===== src/iae_pkg.sv =====
// shared types and constants for the integer arithmetic encoder
// no dependencies
package iae_pkg;

  localparam int PREC          = 8;
  localparam int MAX_RESULTS   = 8;
  localparam int PEND_W        = 16;
  localparam logic [PEND_W-1:0] PEND_MAX = {PEND_W{1'b1}};

  localparam int CL_W          = 6;
  localparam int CH_W          = 7;
  localparam int TC_W          = 7;
  localparam logic [TC_W-1:0] TC_RESET = 7'd64;

  // signed interval width times an unsigned count
  localparam int PROD_W        = PREC + 2 + CH_W + 1;

  // divide unit: 64-bit dividend, one byte of quotient bits per cycle
  localparam int DIV_W         = 64;
  localparam int DIV_STEP_BITS = 8;
  localparam int DIV_CYCLES    = DIV_W / DIV_STEP_BITS;

  // request queue depth, power of two
  localparam int QDEPTH        = 2;

  typedef struct packed {
    logic [CL_W-1:0] cum_low;
    logic [CH_W-1:0] cum_high;
  } iae_in_t;

  typedef struct packed {
    logic              lead_bit;
    logic [PEND_W-1:0] follow_count;
    logic              last_of_run;
  } iae_out_t;

  typedef struct packed {
    iae_in_t item;
    logic    narrow_en;
  } iae_entry_t;

endpackage


===== src/iae_front.sv =====
// front end: accepts requests, tags them and holds them in a short queue
// depends on iae_pkg
module iae_front (
  input  logic                        clk,
  input  logic                        rst_n,
  input  logic                        in_valid,
  output logic                        in_stall,
  input  iae_pkg::iae_in_t            in_data,
  input  logic [iae_pkg::TC_W-1:0]    total_count,
  output logic                        q_valid,
  output iae_pkg::iae_entry_t         q_entry,
  input  logic                        q_pop
);

  localparam int PTR_W = $clog2(iae_pkg::QDEPTH);
  localparam int CNT_W = $clog2(iae_pkg::QDEPTH + 1);

  iae_pkg::iae_entry_t queue_r [iae_pkg::QDEPTH];
  logic [PTR_W-1:0] wr_ptr_r, wr_ptr_nxt;
  logic [PTR_W-1:0] rd_ptr_r, rd_ptr_nxt;
  logic [CNT_W-1:0] cnt_r, cnt_nxt;
  logic             push;
  logic             pop;
  iae_pkg::iae_entry_t entry;

  assign in_stall = (cnt_r == CNT_W'(iae_pkg::QDEPTH));
  assign push     = in_valid && !in_stall;
  assign pop      = q_pop && q_valid;
  assign q_valid  = (cnt_r != '0);
  assign q_entry  = queue_r[rd_ptr_r];

  // zero total skips narrowing
  always_comb begin
    entry.item      = in_data;
    entry.narrow_en = (total_count != '0);
  end

  always_comb begin
    wr_ptr_nxt = wr_ptr_r;
    rd_ptr_nxt = rd_ptr_r;
    cnt_nxt    = cnt_r;
    if (push) begin
      wr_ptr_nxt = wr_ptr_r + PTR_W'(1);
    end
    if (pop) begin
      rd_ptr_nxt = rd_ptr_r + PTR_W'(1);
    end
    if (push && !pop) begin
      cnt_nxt = cnt_r + CNT_W'(1);
    end else if (pop && !push) begin
      cnt_nxt = cnt_r - CNT_W'(1);
    end
  end

  always_ff @(posedge clk) begin
    if (!rst_n) begin
      wr_ptr_r <= '0;
      rd_ptr_r <= '0;
      cnt_r    <= '0;
    end else begin
      wr_ptr_r <= wr_ptr_nxt;
      rd_ptr_r <= rd_ptr_nxt;
      cnt_r    <= cnt_nxt;
    end
  end

  always_ff @(posedge clk) begin
    if (push) begin
      queue_r[wr_ptr_r] <= entry;
    end
  end

endmodule


===== src/iae_div.sv =====
// two-lane restoring divider sharing one divisor, several quotient bits per cycle
// depends on iae_pkg
module iae_div (
  input  logic                          clk,
  input  logic                          rst_n,
  input  logic                          start,
  input  logic [iae_pkg::DIV_W-1:0]     dividend_a,
  input  logic [iae_pkg::DIV_W-1:0]     dividend_b,
  input  logic [iae_pkg::TC_W-1:0]      divisor,
  output logic                          done,
  output logic [iae_pkg::PREC-1:0]      quot_a,
  output logic [iae_pkg::PREC-1:0]      quot_b
);

  localparam int CNT_W = $clog2(iae_pkg::DIV_CYCLES + 1);
  localparam int DW    = iae_pkg::DIV_W;
  localparam int RW    = iae_pkg::TC_W;
  localparam int QW    = iae_pkg::PREC;

  logic [DW-1:0]    num_a_r, num_b_r, num_a_nxt, num_b_nxt;
  logic [RW-1:0]    rem_a_r, rem_b_r, rem_a_nxt, rem_b_nxt;
  logic [QW-1:0]    quo_a_r, quo_b_r, quo_a_nxt, quo_b_nxt;
  logic [CNT_W-1:0] cnt_r;
  logic             done_r;

  always_comb begin
    logic [RW:0] ta;
    logic [RW:0] tb;
    logic        ga;
    logic        gb;
    num_a_nxt = num_a_r;
    num_b_nxt = num_b_r;
    rem_a_nxt = rem_a_r;
    rem_b_nxt = rem_b_r;
    quo_a_nxt = quo_a_r;
    quo_b_nxt = quo_b_r;
    for (int i = 0; i < iae_pkg::DIV_STEP_BITS; i++) begin
      ta = {rem_a_nxt, num_a_nxt[DW-1]};
      tb = {rem_b_nxt, num_b_nxt[DW-1]};
      num_a_nxt = {num_a_nxt[DW-2:0], 1'b0};
      num_b_nxt = {num_b_nxt[DW-2:0], 1'b0};
      ga = (ta >= {1'b0, divisor});
      gb = (tb >= {1'b0, divisor});
      if (ga) begin
        ta = ta - {1'b0, divisor};
      end
      if (gb) begin
        tb = tb - {1'b0, divisor};
      end
      rem_a_nxt = ta[RW-1:0];
      rem_b_nxt = tb[RW-1:0];
      quo_a_nxt = {quo_a_nxt[QW-2:0], ga};
      quo_b_nxt = {quo_b_nxt[QW-2:0], gb};
    end
  end

  always_ff @(posedge clk) begin
    if (!rst_n) begin
      cnt_r  <= '0;
      done_r <= 1'b0;
    end else if (start) begin
      cnt_r  <= CNT_W'(iae_pkg::DIV_CYCLES);
      done_r <= 1'b0;
    end else begin
      done_r <= (cnt_r == CNT_W'(1));
      if (cnt_r != '0) begin
        cnt_r <= cnt_r - CNT_W'(1);
      end
    end
  end

  always_ff @(posedge clk) begin
    if (start) begin
      num_a_r <= dividend_a;
      num_b_r <= dividend_b;
      rem_a_r <= '0;
      rem_b_r <= '0;
      quo_a_r <= '0;
      quo_b_r <= '0;
    end else if (cnt_r != '0) begin
      num_a_r <= num_a_nxt;
      num_b_r <= num_b_nxt;
      rem_a_r <= rem_a_nxt;
      rem_b_r <= rem_b_nxt;
      quo_a_r <= quo_a_nxt;
      quo_b_r <= quo_b_nxt;
    end
  end

  assign done   = done_r;
  assign quot_a = quo_a_r;
  assign quot_b = quo_b_r;

endmodule


===== src/iae_back.sv =====
// back end: renormalization sequencer, result output register and interval narrowing
// depends on iae_pkg and iae_div
module iae_back (
  input  logic                        clk,
  input  logic                        rst_n,
  input  logic                        q_valid,
  input  iae_pkg::iae_entry_t         q_entry,
  output logic                        q_pop,
  input  logic [iae_pkg::TC_W-1:0]    total_count,
  output logic                        out_valid,
  input  logic                        out_stall,
  output iae_pkg::iae_out_t           out_data
);

  localparam int P      = iae_pkg::PREC;
  localparam int ITER_W = $clog2(iae_pkg::PREC + 1);
  localparam int N_W    = $clog2(iae_pkg::MAX_RESULTS + 1);
  localparam int PW     = iae_pkg::PROD_W;
  localparam int SW     = iae_pkg::PEND_W;

  localparam logic [2:0] S_IDLE   = 3'd0;
  localparam logic [2:0] S_RENORM = 3'd1;
  localparam logic [2:0] S_FLUSH  = 3'd2;
  localparam logic [2:0] S_MUL    = 3'd3;
  localparam logic [2:0] S_DSTART = 3'd4;
  localparam logic [2:0] S_DWAIT  = 3'd5;

  logic [2:0]                 state_r, state_nxt;
  logic [P-1:0]               low_r, low_nxt;
  logic [P-1:0]               high_r, high_nxt;
  logic [SW-1:0]              pend_r, pend_nxt;
  logic [ITER_W-1:0]          iter_r, iter_nxt;
  logic [N_W-1:0]             n_r, n_nxt;
  logic                       held_v_r, held_v_nxt;
  iae_pkg::iae_out_t          held_r, held_nxt;
  logic [iae_pkg::CL_W-1:0]   cl_r, cl_nxt;
  logic [iae_pkg::CH_W-1:0]   ch_r, ch_nxt;
  logic                       narrow_r, narrow_nxt;
  logic signed [PW-1:0]       prod_a_r, prod_a_nxt;
  logic signed [PW-1:0]       prod_b_r, prod_b_nxt;
  logic                       out_valid_r, out_valid_nxt;
  iae_pkg::iae_out_t          out_data_r, out_data_nxt;

  logic                       push;
  iae_pkg::iae_out_t          push_data;
  logic                       out_free;
  logic                       div_start;
  logic                       div_done;
  logic [P-1:0]               quot_a;
  logic [P-1:0]               quot_b;
  logic signed [P+1:0]        width_s;
  logic signed [PW-1:0]       w_ext;

  assign out_free = !out_valid_r || !out_stall;
  assign width_s  = $signed({2'b00, high_r}) - $signed({2'b00, low_r})
                  + $signed((P + 2)'(1));
  assign w_ext    = PW'(width_s);

  iae_div u_div (
    .clk        (clk),
    .rst_n      (rst_n),
    .start      (div_start),
    .dividend_a (iae_pkg::DIV_W'(prod_a_r)),
    .dividend_b (iae_pkg::DIV_W'(prod_b_r)),
    .divisor    (total_count),
    .done       (div_done),
    .quot_a     (quot_a),
    .quot_b     (quot_b)
  );

  always_comb begin
    state_nxt  = state_r;
    low_nxt    = low_r;
    high_nxt   = high_r;
    pend_nxt   = pend_r;
    iter_nxt   = iter_r;
    n_nxt      = n_r;
    held_v_nxt = held_v_r;
    held_nxt   = held_r;
    cl_nxt     = cl_r;
    ch_nxt     = ch_r;
    narrow_nxt = narrow_r;
    prod_a_nxt = prod_a_r;
    prod_b_nxt = prod_b_r;
    push       = 1'b0;
    push_data  = held_r;
    q_pop      = 1'b0;
    div_start  = 1'b0;

    case (state_r)
      S_IDLE: begin
        if (q_valid) begin
          q_pop      = 1'b1;
          cl_nxt     = q_entry.item.cum_low;
          ch_nxt     = q_entry.item.cum_high;
          narrow_nxt = q_entry.narrow_en;
          iter_nxt   = '0;
          n_nxt      = '0;
          state_nxt  = S_RENORM;
        end
      end
      S_RENORM: begin
        if (iter_r == ITER_W'(P) || n_r == N_W'(iae_pkg::MAX_RESULTS)) begin
          state_nxt = S_FLUSH;
        end else if (high_r[P-1] == low_r[P-1]) begin
          // matching msb: earlier held result is not the last one
          if (!held_v_r || out_free) begin
            push                  = held_v_r;
            held_nxt.lead_bit     = high_r[P-1];
            held_nxt.follow_count = pend_r;
            held_nxt.last_of_run  = 1'b0;
            held_v_nxt            = 1'b1;
            pend_nxt              = '0;
            low_nxt               = {low_r[P-2:0], 1'b0};
            high_nxt              = {high_r[P-2:0], 1'b1};
            n_nxt                 = n_r + N_W'(1);
            iter_nxt              = iter_r + ITER_W'(1);
          end
        end else if (!high_r[P-2] && low_r[P-2]) begin
          // straddles the middle
          low_nxt  = {~low_r[P-2], low_r[P-3:0], 1'b0};
          high_nxt = {~high_r[P-2], high_r[P-3:0], 1'b1};
          if (pend_r != iae_pkg::PEND_MAX) begin
            pend_nxt = pend_r + SW'(1);
          end
          iter_nxt = iter_r + ITER_W'(1);
        end else begin
          state_nxt = S_FLUSH;
        end
      end
      S_FLUSH: begin
        if (held_v_r) begin
          if (out_free) begin
            push                  = 1'b1;
            push_data.last_of_run = 1'b1;
            held_v_nxt            = 1'b0;
            state_nxt             = narrow_r ? S_MUL : S_IDLE;
          end
        end else begin
          state_nxt = narrow_r ? S_MUL : S_IDLE;
        end
      end
      S_MUL: begin
        prod_a_nxt = w_ext * PW'($signed({1'b0, ch_r}));
        prod_b_nxt = w_ext * PW'($signed({2'b00, cl_r}));
        state_nxt  = S_DSTART;
      end
      S_DSTART: begin
        div_start = 1'b1;
        state_nxt = S_DWAIT;
      end
      S_DWAIT: begin
        if (div_done) begin
          high_nxt  = low_r + quot_a - P'(1);
          low_nxt   = low_r + quot_b;
          state_nxt = S_IDLE;
        end
      end
      default: begin
        state_nxt = S_IDLE;
      end
    endcase

    out_valid_nxt = out_valid_r;
    out_data_nxt  = out_data_r;
    if (push) begin
      out_valid_nxt = 1'b1;
      out_data_nxt  = push_data;
    end else if (out_valid_r && !out_stall) begin
      out_valid_nxt = 1'b0;
    end
  end

  always_ff @(posedge clk) begin
    if (!rst_n) begin
      state_r     <= S_IDLE;
      low_r       <= '0;
      high_r      <= '1;
      pend_r      <= '0;
      iter_r      <= '0;
      n_r         <= '0;
      held_v_r    <= 1'b0;
      out_valid_r <= 1'b0;
    end else begin
      state_r     <= state_nxt;
      low_r       <= low_nxt;
      high_r      <= high_nxt;
      pend_r      <= pend_nxt;
      iter_r      <= iter_nxt;
      n_r         <= n_nxt;
      held_v_r    <= held_v_nxt;
      out_valid_r <= out_valid_nxt;
    end
  end

  always_ff @(posedge clk) begin
    held_r     <= held_nxt;
    cl_r       <= cl_nxt;
    ch_r       <= ch_nxt;
    narrow_r   <= narrow_nxt;
    prod_a_r   <= prod_a_nxt;
    prod_b_r   <= prod_b_nxt;
    out_data_r <= out_data_nxt;
  end

  assign out_valid = out_valid_r;
  assign out_data  = out_data_r;

  a_result_bound: assert property (@(posedge clk) disable iff (!rst_n)
    n_r <= N_W'(iae_pkg::MAX_RESULTS))
    else $error("result count past limit");

  a_idle_no_held: assert property (@(posedge clk) disable iff (!rst_n)
    state_r == S_IDLE |-> !held_v_r)
    else $error("held result left behind at idle");

  a_push_free: assert property (@(posedge clk) disable iff (!rst_n)
    push |-> out_free)
    else $error("result overwrites undelivered output");

  a_div_done_wait: assert property (@(posedge clk) disable iff (!rst_n)
    div_done |-> state_r == S_DWAIT)
    else $error("divider finished outside wait state");

endmodule


===== src/integer_arithmetic_encoder_unit.sv =====
// integer arithmetic encoder with msb-match and middle-straddle renormalization
// results: one per msb-match shift in S_RENORM; the last one is pushed in S_FLUSH, marked last_of_run
// requests: the back end pops the next request from the queue only once it is back in idle,
//   paced by one renormalization shift per cycle (msb-match shifts wait while the output
//   stalls) and, with narrowing, by the 64-bit divider retiring 8 quotient bits per cycle
// reset (synchronous, rst_n low): bounds to 0 and all ones, pending to 0, total to 64
// depends on iae_pkg, iae_front, iae_back
module integer_arithmetic_encoder_unit (
  input  logic                      clk,
  input  logic                      rst_n,
  input  logic                      in_valid,
  output logic                      in_stall,
  input  iae_pkg::iae_in_t          in_data,
  output logic                      out_valid,
  input  logic                      out_stall,
  output iae_pkg::iae_out_t         out_data,
  input  logic                      cfg_we,
  input  logic [iae_pkg::TC_W-1:0]  cfg_wdata
);

  logic [iae_pkg::TC_W-1:0] total_count_r;
  logic                     q_valid;
  iae_pkg::iae_entry_t      q_entry;
  logic                     q_pop;

  always_ff @(posedge clk) begin
    if (!rst_n) begin
      total_count_r <= iae_pkg::TC_RESET;
    end else if (cfg_we) begin
      total_count_r <= cfg_wdata;
    end
  end

  iae_front u_front (
    .clk         (clk),
    .rst_n       (rst_n),
    .in_valid    (in_valid),
    .in_stall    (in_stall),
    .in_data     (in_data),
    .total_count (total_count_r),
    .q_valid     (q_valid),
    .q_entry     (q_entry),
    .q_pop       (q_pop)
  );

  iae_back u_back (
    .clk         (clk),
    .rst_n       (rst_n),
    .q_valid     (q_valid),
    .q_entry     (q_entry),
    .q_pop       (q_pop),
    .total_count (total_count_r),
    .out_valid   (out_valid),
    .out_stall   (out_stall),
    .out_data    (out_data)
  );

endmodule

===== config.mk =====
export PLATFORM = sky130hd
export DESIGN_NAME = integer_arithmetic_encoder_unit
export DESIGN_NICKNAME = d
export VERILOG_FILES = /design/src/iae_pkg.sv /design/src/iae_front.sv /design/src/iae_div.sv /design/src/iae_back.sv /design/src/integer_arithmetic_encoder_unit.sv
export SDC_FILE = /design/constraint.sdc
export NUM_CORES = 1
export LEC_CHECK = 0
export BUFFER_PORTS_ARGS = -buffer_cell sky130_fd_sc_hd__buf_2
export CORE_ASPECT_RATIO = 0.75
export CORE_MARGIN = 5
export CORE_UTILIZATION = 40
export DETAILED_ROUTE_END_ITERATION = 12
export PLACE_DENSITY_LB_ADDON = 0.3
export SLEW_MARGIN = 20
export SYNTH_ARGS = -nofsm -noshare
export SYNTH_HDL_FRONTEND = slang
export SYNTH_SLANG_ARGS = --single-unit

===== constraint.sdc =====
create_clock -name clk -period 15.28 [get_ports clk]
set_input_delay 3.056 -clock clk [delete_from_list [all_inputs] [get_ports clk]]
set_output_delay 3.056 -clock clk [all_outputs]
set_load 0.01 [all_outputs]

# After elaboration in Yosys (flattened, before gate mapping)
# Memories as Yosys holds them, arrays and structs flattened. A register that Yosys moved wholly into a read port is not among the register bits.
# Index checks and enable logic that the tools add are counted.
# word_totals
ram_bits,28
n_memories,1
reg_bits,290
out_inout_bits,20
# op_classes
reduce_logical,37
n_bitwise,4
n_mux,78
n_addsub,29
eq_ne,22
multipliers,2
n_lt_le_gt_ge,16
# memory_table
name,words,word_bits,read_ports,rd_clocked_by_memory_dff,write_ports,line_no,rtl
u_front.queue_r,2,14,1,1,1,iae_front.sv:18,iae_pkg::iae_entry_t queue_r [iae_pkg::QDEPTH];
# op_table
cell,count
two-way mux 64 bit,4
>= comparator 8 x 7 -> 1 bit,16
two-way mux 7 bit,16
subtractor 7 bit,16
two-way mux 8 bit,10
two-way mux 16 bit,4
two-way mux 4 bit,10
case mux 8 bit (2 select lines),2
AND reduction 5 bit,5
two-way mux 3 bit,7
multiplier 10 x 8 -> 18 bit,1
case mux 3 bit (6 select lines),1
nonzero test 2 bit,9
multiplier 10 x 7 -> 17 bit,1
two-way mux 1 bit,17
"adder 16 x 1 -> 16 bit, second input constant",1
adder 8 bit,2
"inequality test 16 bit, second input constant",1
case mux 4 bit (2 select lines),2
"adder 9 x 2 -> 10 bit, second input constant",1
subtractor 8 x 8 -> 9 bit,1
"adder 4 x 1 -> 4 bit, second input constant",2
"equality test 4 bit, second input constant",2
"inequality test 2 bit, second input constant",4
27 further kinds,53

# Depth between registers and ports, before layout
# depth
word_depth,16
depth_mapped,84

# Hierarchy
# Synthesis repeated with hierarchy kept, for this count alone.
# hier_totals
cells_unflattened,2457
hier_area_um2,25552.0
# modules_own_cells
module,seq_area_each_um2,n_inst,cells_each,area_each_um2
iae_div,4544.4,1,1254,12982.5
iae_back,3423.3,1,1110,11051.8
iae_front,940.9,1,71,1255.0
integer_arithmetic_encoder_unit,140.1,1,22,262.8

# Worst setup path after synthesis
# OpenSTA, ideal clock, no wires.
# synth_path
kind,register to register
startpoint,register total_count_r[1] (netlist name)
endpoint,register u_back.u_div.rem_b_r[2]
required_time_ns,15.155
path_buffers,2
path_slack_ns,-1.400
setup_time_ns,0.125
path_stages_with_launch,74
arrival_time_ns,16.555
cell_sequence,dfxtp_1 -> inv_1 -> fa_1 -> nand3_1 -> a21oi_1 -> nor3_4 -> mux2_2 -> ha_1 -> nor2b_1 -> o31a_1 -> o311a_1 -> a2111oi_2 -> and2_1 -> buf_2 -> mux2i_1 -> ha_1 -> nor2b_1 -> o31a_1 -> [... 38 more ...] -> a21o_1 -> a21o_1 -> o21bai_1 -> a21oi_1 -> o31ai_1 -> nor3_4 -> mux2i_1 -> ha_1 -> nor2b_1 -> o21ai_0 -> nand2b_1 -> a21o_1 -> a21o_1 -> o21ai_0 -> nand2b_1 -> a211oi_4 -> nand2b_1 -> o21ai_0
# synth_via
elab_chain_len,16
elab_cells_between_ends,24
# synth_rtl
element,line_no,rtl
"start, declared",integer_arithmetic_encoder_unit.sv:21,logic [iae_pkg::TC_W-1:0] total_count_r;
"start signal, assigned",integer_arithmetic_encoder_unit.sv:28,total_count_r <= iae_pkg::TC_RESET;
"start signal, assigned",integer_arithmetic_encoder_unit.sv:30,total_count_r <= cfg_wdata;
subtractor 7 bit or >= comparator 8 x 7 -> 1 bit (tied branches),"iae_div.sv:48, iae_div.sv:43",
two-way mux 7 bit,iae_div.sv:47,if (gb) begin
subtractor 7 bit or >= comparator 8 x 7 -> 1 bit (tied branches),"iae_div.sv:48, iae_div.sv:43",
two-way mux 7 bit,iae_div.sv:47,
subtractor 7 bit or >= comparator 8 x 7 -> 1 bit (tied branches),"iae_div.sv:48, iae_div.sv:43",
two-way mux 7 bit,iae_div.sv:47,
subtractor 7 bit or >= comparator 8 x 7 -> 1 bit (tied branches),"iae_div.sv:48, iae_div.sv:43",
two-way mux 7 bit,iae_div.sv:47,
subtractor 7 bit or >= comparator 8 x 7 -> 1 bit (tied branches),"iae_div.sv:48, iae_div.sv:43",
two-way mux 7 bit,iae_div.sv:47,
subtractor 7 bit or >= comparator 8 x 7 -> 1 bit (tied branches),"iae_div.sv:48, iae_div.sv:43",
two-way mux 7 bit,iae_div.sv:47,
>= comparator 8 x 7 -> 1 bit or subtractor 7 bit (tied branches),"iae_div.sv:43, iae_div.sv:48",
two-way mux 7 bit,iae_div.sv:47,
subtractor 7 bit or >= comparator 8 x 7 -> 1 bit (tied branches),"iae_div.sv:48, iae_div.sv:43",
two-way mux 7 bit (*),iae_div.sv:47,
"end signal, assigned",iae_div.sv:84,rem_b_r <= rem_b_nxt;
"end, declared",iae_div.sv:21,"logic [RW-1:0] rem_a_r, rem_b_r, rem_a_nxt, rem_b_nxt;"
# Every way passes the cells marked *; elsewhere a longest branch is shown, timed or not.
# A chain may end at the register's enable or synchronous reset.

# Final worst setup path
# layout_path
startpoint,register u_back.u_div.num_b_r[63]
endpoint,register u_back.u_div.rem_b_r[1]
# layout_via
elab_chain_len,16
elab_cells_between_ends,24
# layout_rtl
element,line_no,rtl
"start, declared",iae_div.sv:20,"logic [DW-1:0] num_a_r, num_b_r, num_a_nxt, num_b_nxt;"
"start signal, assigned",iae_div.sv:75,num_b_r <= dividend_b;
"start signal, assigned",iae_div.sv:82,num_b_r <= num_b_nxt;
subtractor 7 bit or >= comparator 8 x 7 -> 1 bit (tied branches),"iae_div.sv:48, iae_div.sv:43",
two-way mux 7 bit (*),iae_div.sv:47,
subtractor 7 bit or >= comparator 8 x 7 -> 1 bit (tied branches),"iae_div.sv:48, iae_div.sv:43",
two-way mux 7 bit (*),iae_div.sv:47,
subtractor 7 bit or >= comparator 8 x 7 -> 1 bit (tied branches),"iae_div.sv:48, iae_div.sv:43",
two-way mux 7 bit (*),iae_div.sv:47,
subtractor 7 bit or >= comparator 8 x 7 -> 1 bit (tied branches),"iae_div.sv:48, iae_div.sv:43",
two-way mux 7 bit (*),iae_div.sv:47,
subtractor 7 bit or >= comparator 8 x 7 -> 1 bit (tied branches),"iae_div.sv:48, iae_div.sv:43",
two-way mux 7 bit (*),iae_div.sv:47,
subtractor 7 bit or >= comparator 8 x 7 -> 1 bit (tied branches),"iae_div.sv:48, iae_div.sv:43",
two-way mux 7 bit (*),iae_div.sv:47,
>= comparator 8 x 7 -> 1 bit or subtractor 7 bit (tied branches),"iae_div.sv:43, iae_div.sv:48",
two-way mux 7 bit (*),iae_div.sv:47,
subtractor 7 bit or >= comparator 8 x 7 -> 1 bit (tied branches),"iae_div.sv:48, iae_div.sv:43",
two-way mux 7 bit (*),iae_div.sv:47,
# Marks and branches as above.

==> flow_metrics.env <==
export IMPL_multiInputGateArea_um2=14900
export IMPL_grt_max_degree=72
export IMPL_synth_cell_types=82
export IMPL_crit_path_frequent_cell="buf_4"
export IMPL_grt_pass1_wl_um=92600
export IMPL_final_nets=2956
export IMPL_initial_core_util=0.403
export IMPL_yosysSeqAreaShare=0.371
export IMPL_maxCapViolations=0
export IMPL_r2r_start="u_back.u_div.num_b_r[63]"
export IMPL_detail_route_wl_per_cell_um=16.6
export IMPL_coreArea_um2=60300
export IMPL_final_fill_count=5486
export IMPL_ys_warn_count=0
export IMPL_track_usage=0.169
export IMPL_grt_pass1_vias=18000
export IMPL_antenna_cells=0
export IMPL_synth_edf_count=240
export IMPL_drt_total_wl_um=56800
export IMPL_min_path_cells=0
export IMPL_status="completed"
export IMPL_reg2reg_to="u_back.u_div.rem_b_r[1]"
export IMPL_path_max_fanout=5
export IMPL_crit_type="reg -> reg"
export IMPL_final_antenna_net_count=0
export IMPL_rows=78
export IMPL_worstRegToRegCells=77
export IMPL_dieArea_um2=65900
export IMPL_antenna_found_initial=1
export IMPL_die_w_um=295
export IMPL_viasPerCell=5.19
export IMPL_dp_hpwl_um=41100
export IMPL_drt_pass1_iter_count=5
export IMPL_dpl_cell_area_um2=26600
export IMPL_die_h_um=224
export IMPL_place_gp_congestion=0.866
export IMPL_end_kind="register"
export IMPL_cts_root_buf="clkbuf_16"
export IMPL_numCtsBuffers=35
export IMPL_vias=17700
export IMPL_fin_tns_setup_ns=0
export IMPL_grt_setup_unrepaired="yes"
export IMPL_clkTransAtPathRegs_ns=0.06
export IMPL_grt_ovfl_total=0
export IMPL_worst_pin_slew_ns=1.03
export IMPL_ys_flop_type="edfxtp_1"
export IMPL_cp_start_kind="register"
export IMPL_netlist_instances=2347
export IMPL_drive_above_1_share=0.207
export IMPL_period_share=0.964
export IMPL_cts_buffer_depth=3
export IMPL_worstPathRequired_ns=15.73
export IMPL_cts_tree="built"
export IMPL_arrival_ns=15.19
export IMPL_netlist_area_um2=24300
export IMPL_worst_r2r_setup_slack_ns=0.55
export IMPL_worstHoldStart="u_back.held_r[9]"
export IMPL_async_flop_share=0
export IMPL_design_area_um2=29200
export IMPL_whs_endpoint="u_back.out_data[9]"
export IMPL_hold_slack_ns=0.418
export IMPL_cts_hold_buf=0
export IMPL_syn_avg_cell_area_um2=10.4
export IMPL_ys_ff_latch=331
export IMPL_final_seq_area_um2=9030
export IMPL_slowest_stage="edfxtp_1"
export IMPL_finalCriticalPeriod_ns=14.73
export IMPL_htreeDepth=2
export IMPL_io_buffer_count=44
export IMPL_hold_path_class="reg -> reg"
export IMPL_ioPinCount=45
export IMPL_syn2layout_area_growth_pct=19.9
export IMPL_drv_slew=0
export IMPL_setup_violations_final=0
export IMPL_drt_iter0_markers=1101
export IMPL_clock_sinks=331
export IMPL_finalHoldViolCount=0
export IMPL_clock_latency_ns=0.53
export IMPL_max_freq_mhz=67.9
export IMPL_worst_path_largest_cell_delay_ns=0.41
export IMPL_finClkSkew_ns=0.0221
export IMPL_drc=0
export IMPL_maxSlewHeadroom=0.310
export IMPL_syn_num_nets=2712
-- critical path: cells and delay by family, from the launching register on --
family | cells | cell delay (ns)
and+or+nand+nor | 16 | 2.54
buffers and inverters | 14 | 1.46
adders and majority gates | 9 | 2.41
muxes | 8 | 2.22
AOI/OAI and AO/OA | 30 | 5.60
DFF | 1 | 0.41
-- sequential cells by signal, summed over array words and instances (netlist names), 16 cells and up --
signal,cells
u_front.queue_r,28
u_back.u_div.num_a_r,64
u_back.u_div.num_b_r,64
u_back.prod_b_r,17
u_back.pend_r,16
u_back.held_r,17
u_back.out_data,18
u_back.prod_a_r,18
-- area by class of cell --
| class | count | share of cell area |
|---|---|---|
| Tap cell | 800 | 0.0343 |
| Clock inverter | 15 | 0.00824 |
| Timing Repair Buffer | 283 | 0.0714 |
| Multi-Input combinational cell | 1695 | 0.512 |
| Inverter | 245 | 0.0317 |
| Sequential cell | 331 | 0.310 |
| Clock buffer | 48 | 0.0324 |
-- layout by cell type, fill, tap and decap left out, types with 19 or more instances in the layout --
master	instances
clkbuf_16	35
a211oi_1	21
edfxtp_1	240
mux2_2	44
nor2b_1	55
a21o_1	137
o21ai_0	59
o21a_1	19
buf_2	44
xnor2_1	76
nand2_1	174
a21oi_1	74
nor2_1	111
nand2b_1	35
and2_1	100
nand3_1	25
ha_1	204
o211ai_1	19
buf_4	221
fa_1	110
xor2_1	63
mux2i_1	27
dfxtp_1	89
inv_1	240
-- per-stage QoR --
stage	utilization	instances	setup WS (ns)
finish	0.484	3417	0.546
global route	0.484	3417	-0.218
CTS	0.467	3370	0.0204
detailed placement	0.441	3283	-0.461
global placement	0.441	3283	-0.265
floorplan	-	2347	0.0323
-- logic make-up (layout without fill, tap and decap cells) --
| kind of cell | after synthesis | count (layout) | share of synthesized area |
|---|---|---|---|
| adders and majority gates | 340 | 340 | 0.211 |
| muxes | 99 | 100 | 0.0450 |
| and+or+nand+nor | 611 | 611 | 0.128 |
| DFF | 331 | 331 | 0.371 |
| buffers and inverters | 322 | 591 | 0.0506 |
| AOI/OAI and AO/OA | 505 | 505 | 0.144 |
| xor gates and xnor gates | 139 | 139 | 0.0501 |
-- what timing repair did --
item / 4_1_cts / 5_1_grt
setup endpoints to repair: 16 / 16
gates cloned: 0 / 1
pin swaps: 23 / 88
setup buffers: 24 / 46
resized for setup: 57 / 127
-- Yosys cell counts (6+ instances only) --
cell	number	area (um^2)
inv_1	245	920
edfxtp_1	240	7210
ha_1	222	2780
nand2_1	177	664
a21o_1	137	1030
fa_1	118	2360
nor2_1	115	432
and2_1	104	651
a21oi_1	94	470
dfxtp_1	91	1820
o21ai_0	83	415
xnor2_1	76	666
xor2_1	63	552
clkbuf_1	62	233
nor2b_1	60	375
mux2_2	53	597
mux2i_1	41	410
nand2b_1	37	231
nand3_1	26	130
a211oi_1	24	180
o21bai_1	20	150
o211ai_1	19	143
o21a_1	19	143
nand4_1	18	113
a21boi_0	17	128
and3_1	13	81.3
nor3_1	13	65.1
o31a_1	9	78.8
o211a_1	8	80.1
o21ai_1	8	40.0
or3_1	8	50.1
buf_1	7	26.3
nand3b_1	7	52.6
or2_2	7	43.8
a32oi_1	6	52.6
buf_2	6	30.0
-- layer usage --
layer | track usage | up-vias | share of wire
met3 | 0.0252 | 78 | 0.044
met5 | 0 | - | 0.00019
met2 | 0.274 | 305 | 0.46
li1 | - | 8681 | -
met1 | 0.243 | 8665 | 0.48
met4 | 0.0358 | 2 | 0.019
-- how the worst max path moves through the flow --
stage,slack [ns],from,end
3_5_place_dp,-0.46,u_back.u_div.num_b_r[63],u_back.u_div.rem_b_r[5]
3_3_place_gp,-0.27,u_back.u_div.num_b_r[63],u_back.u_div.rem_b_r[5]
6_report,0.55,u_back.u_div.num_b_r[63],u_back.u_div.rem_b_r[1]
2_1_floorplan,0.03,total_count_r[1],u_back.u_div.rem_a_r[4]
5_1_grt,-0.22,total_count_r[6],u_back.u_div.rem_b_r[0]
4_1_cts,0.02,u_back.u_div.num_b_r[63],u_back.u_div.rem_b_r[0]
Power is left out: the tool's default activity adds up to more than one toggle a clock period on the data nets, which glitch-free logic cannot reach.
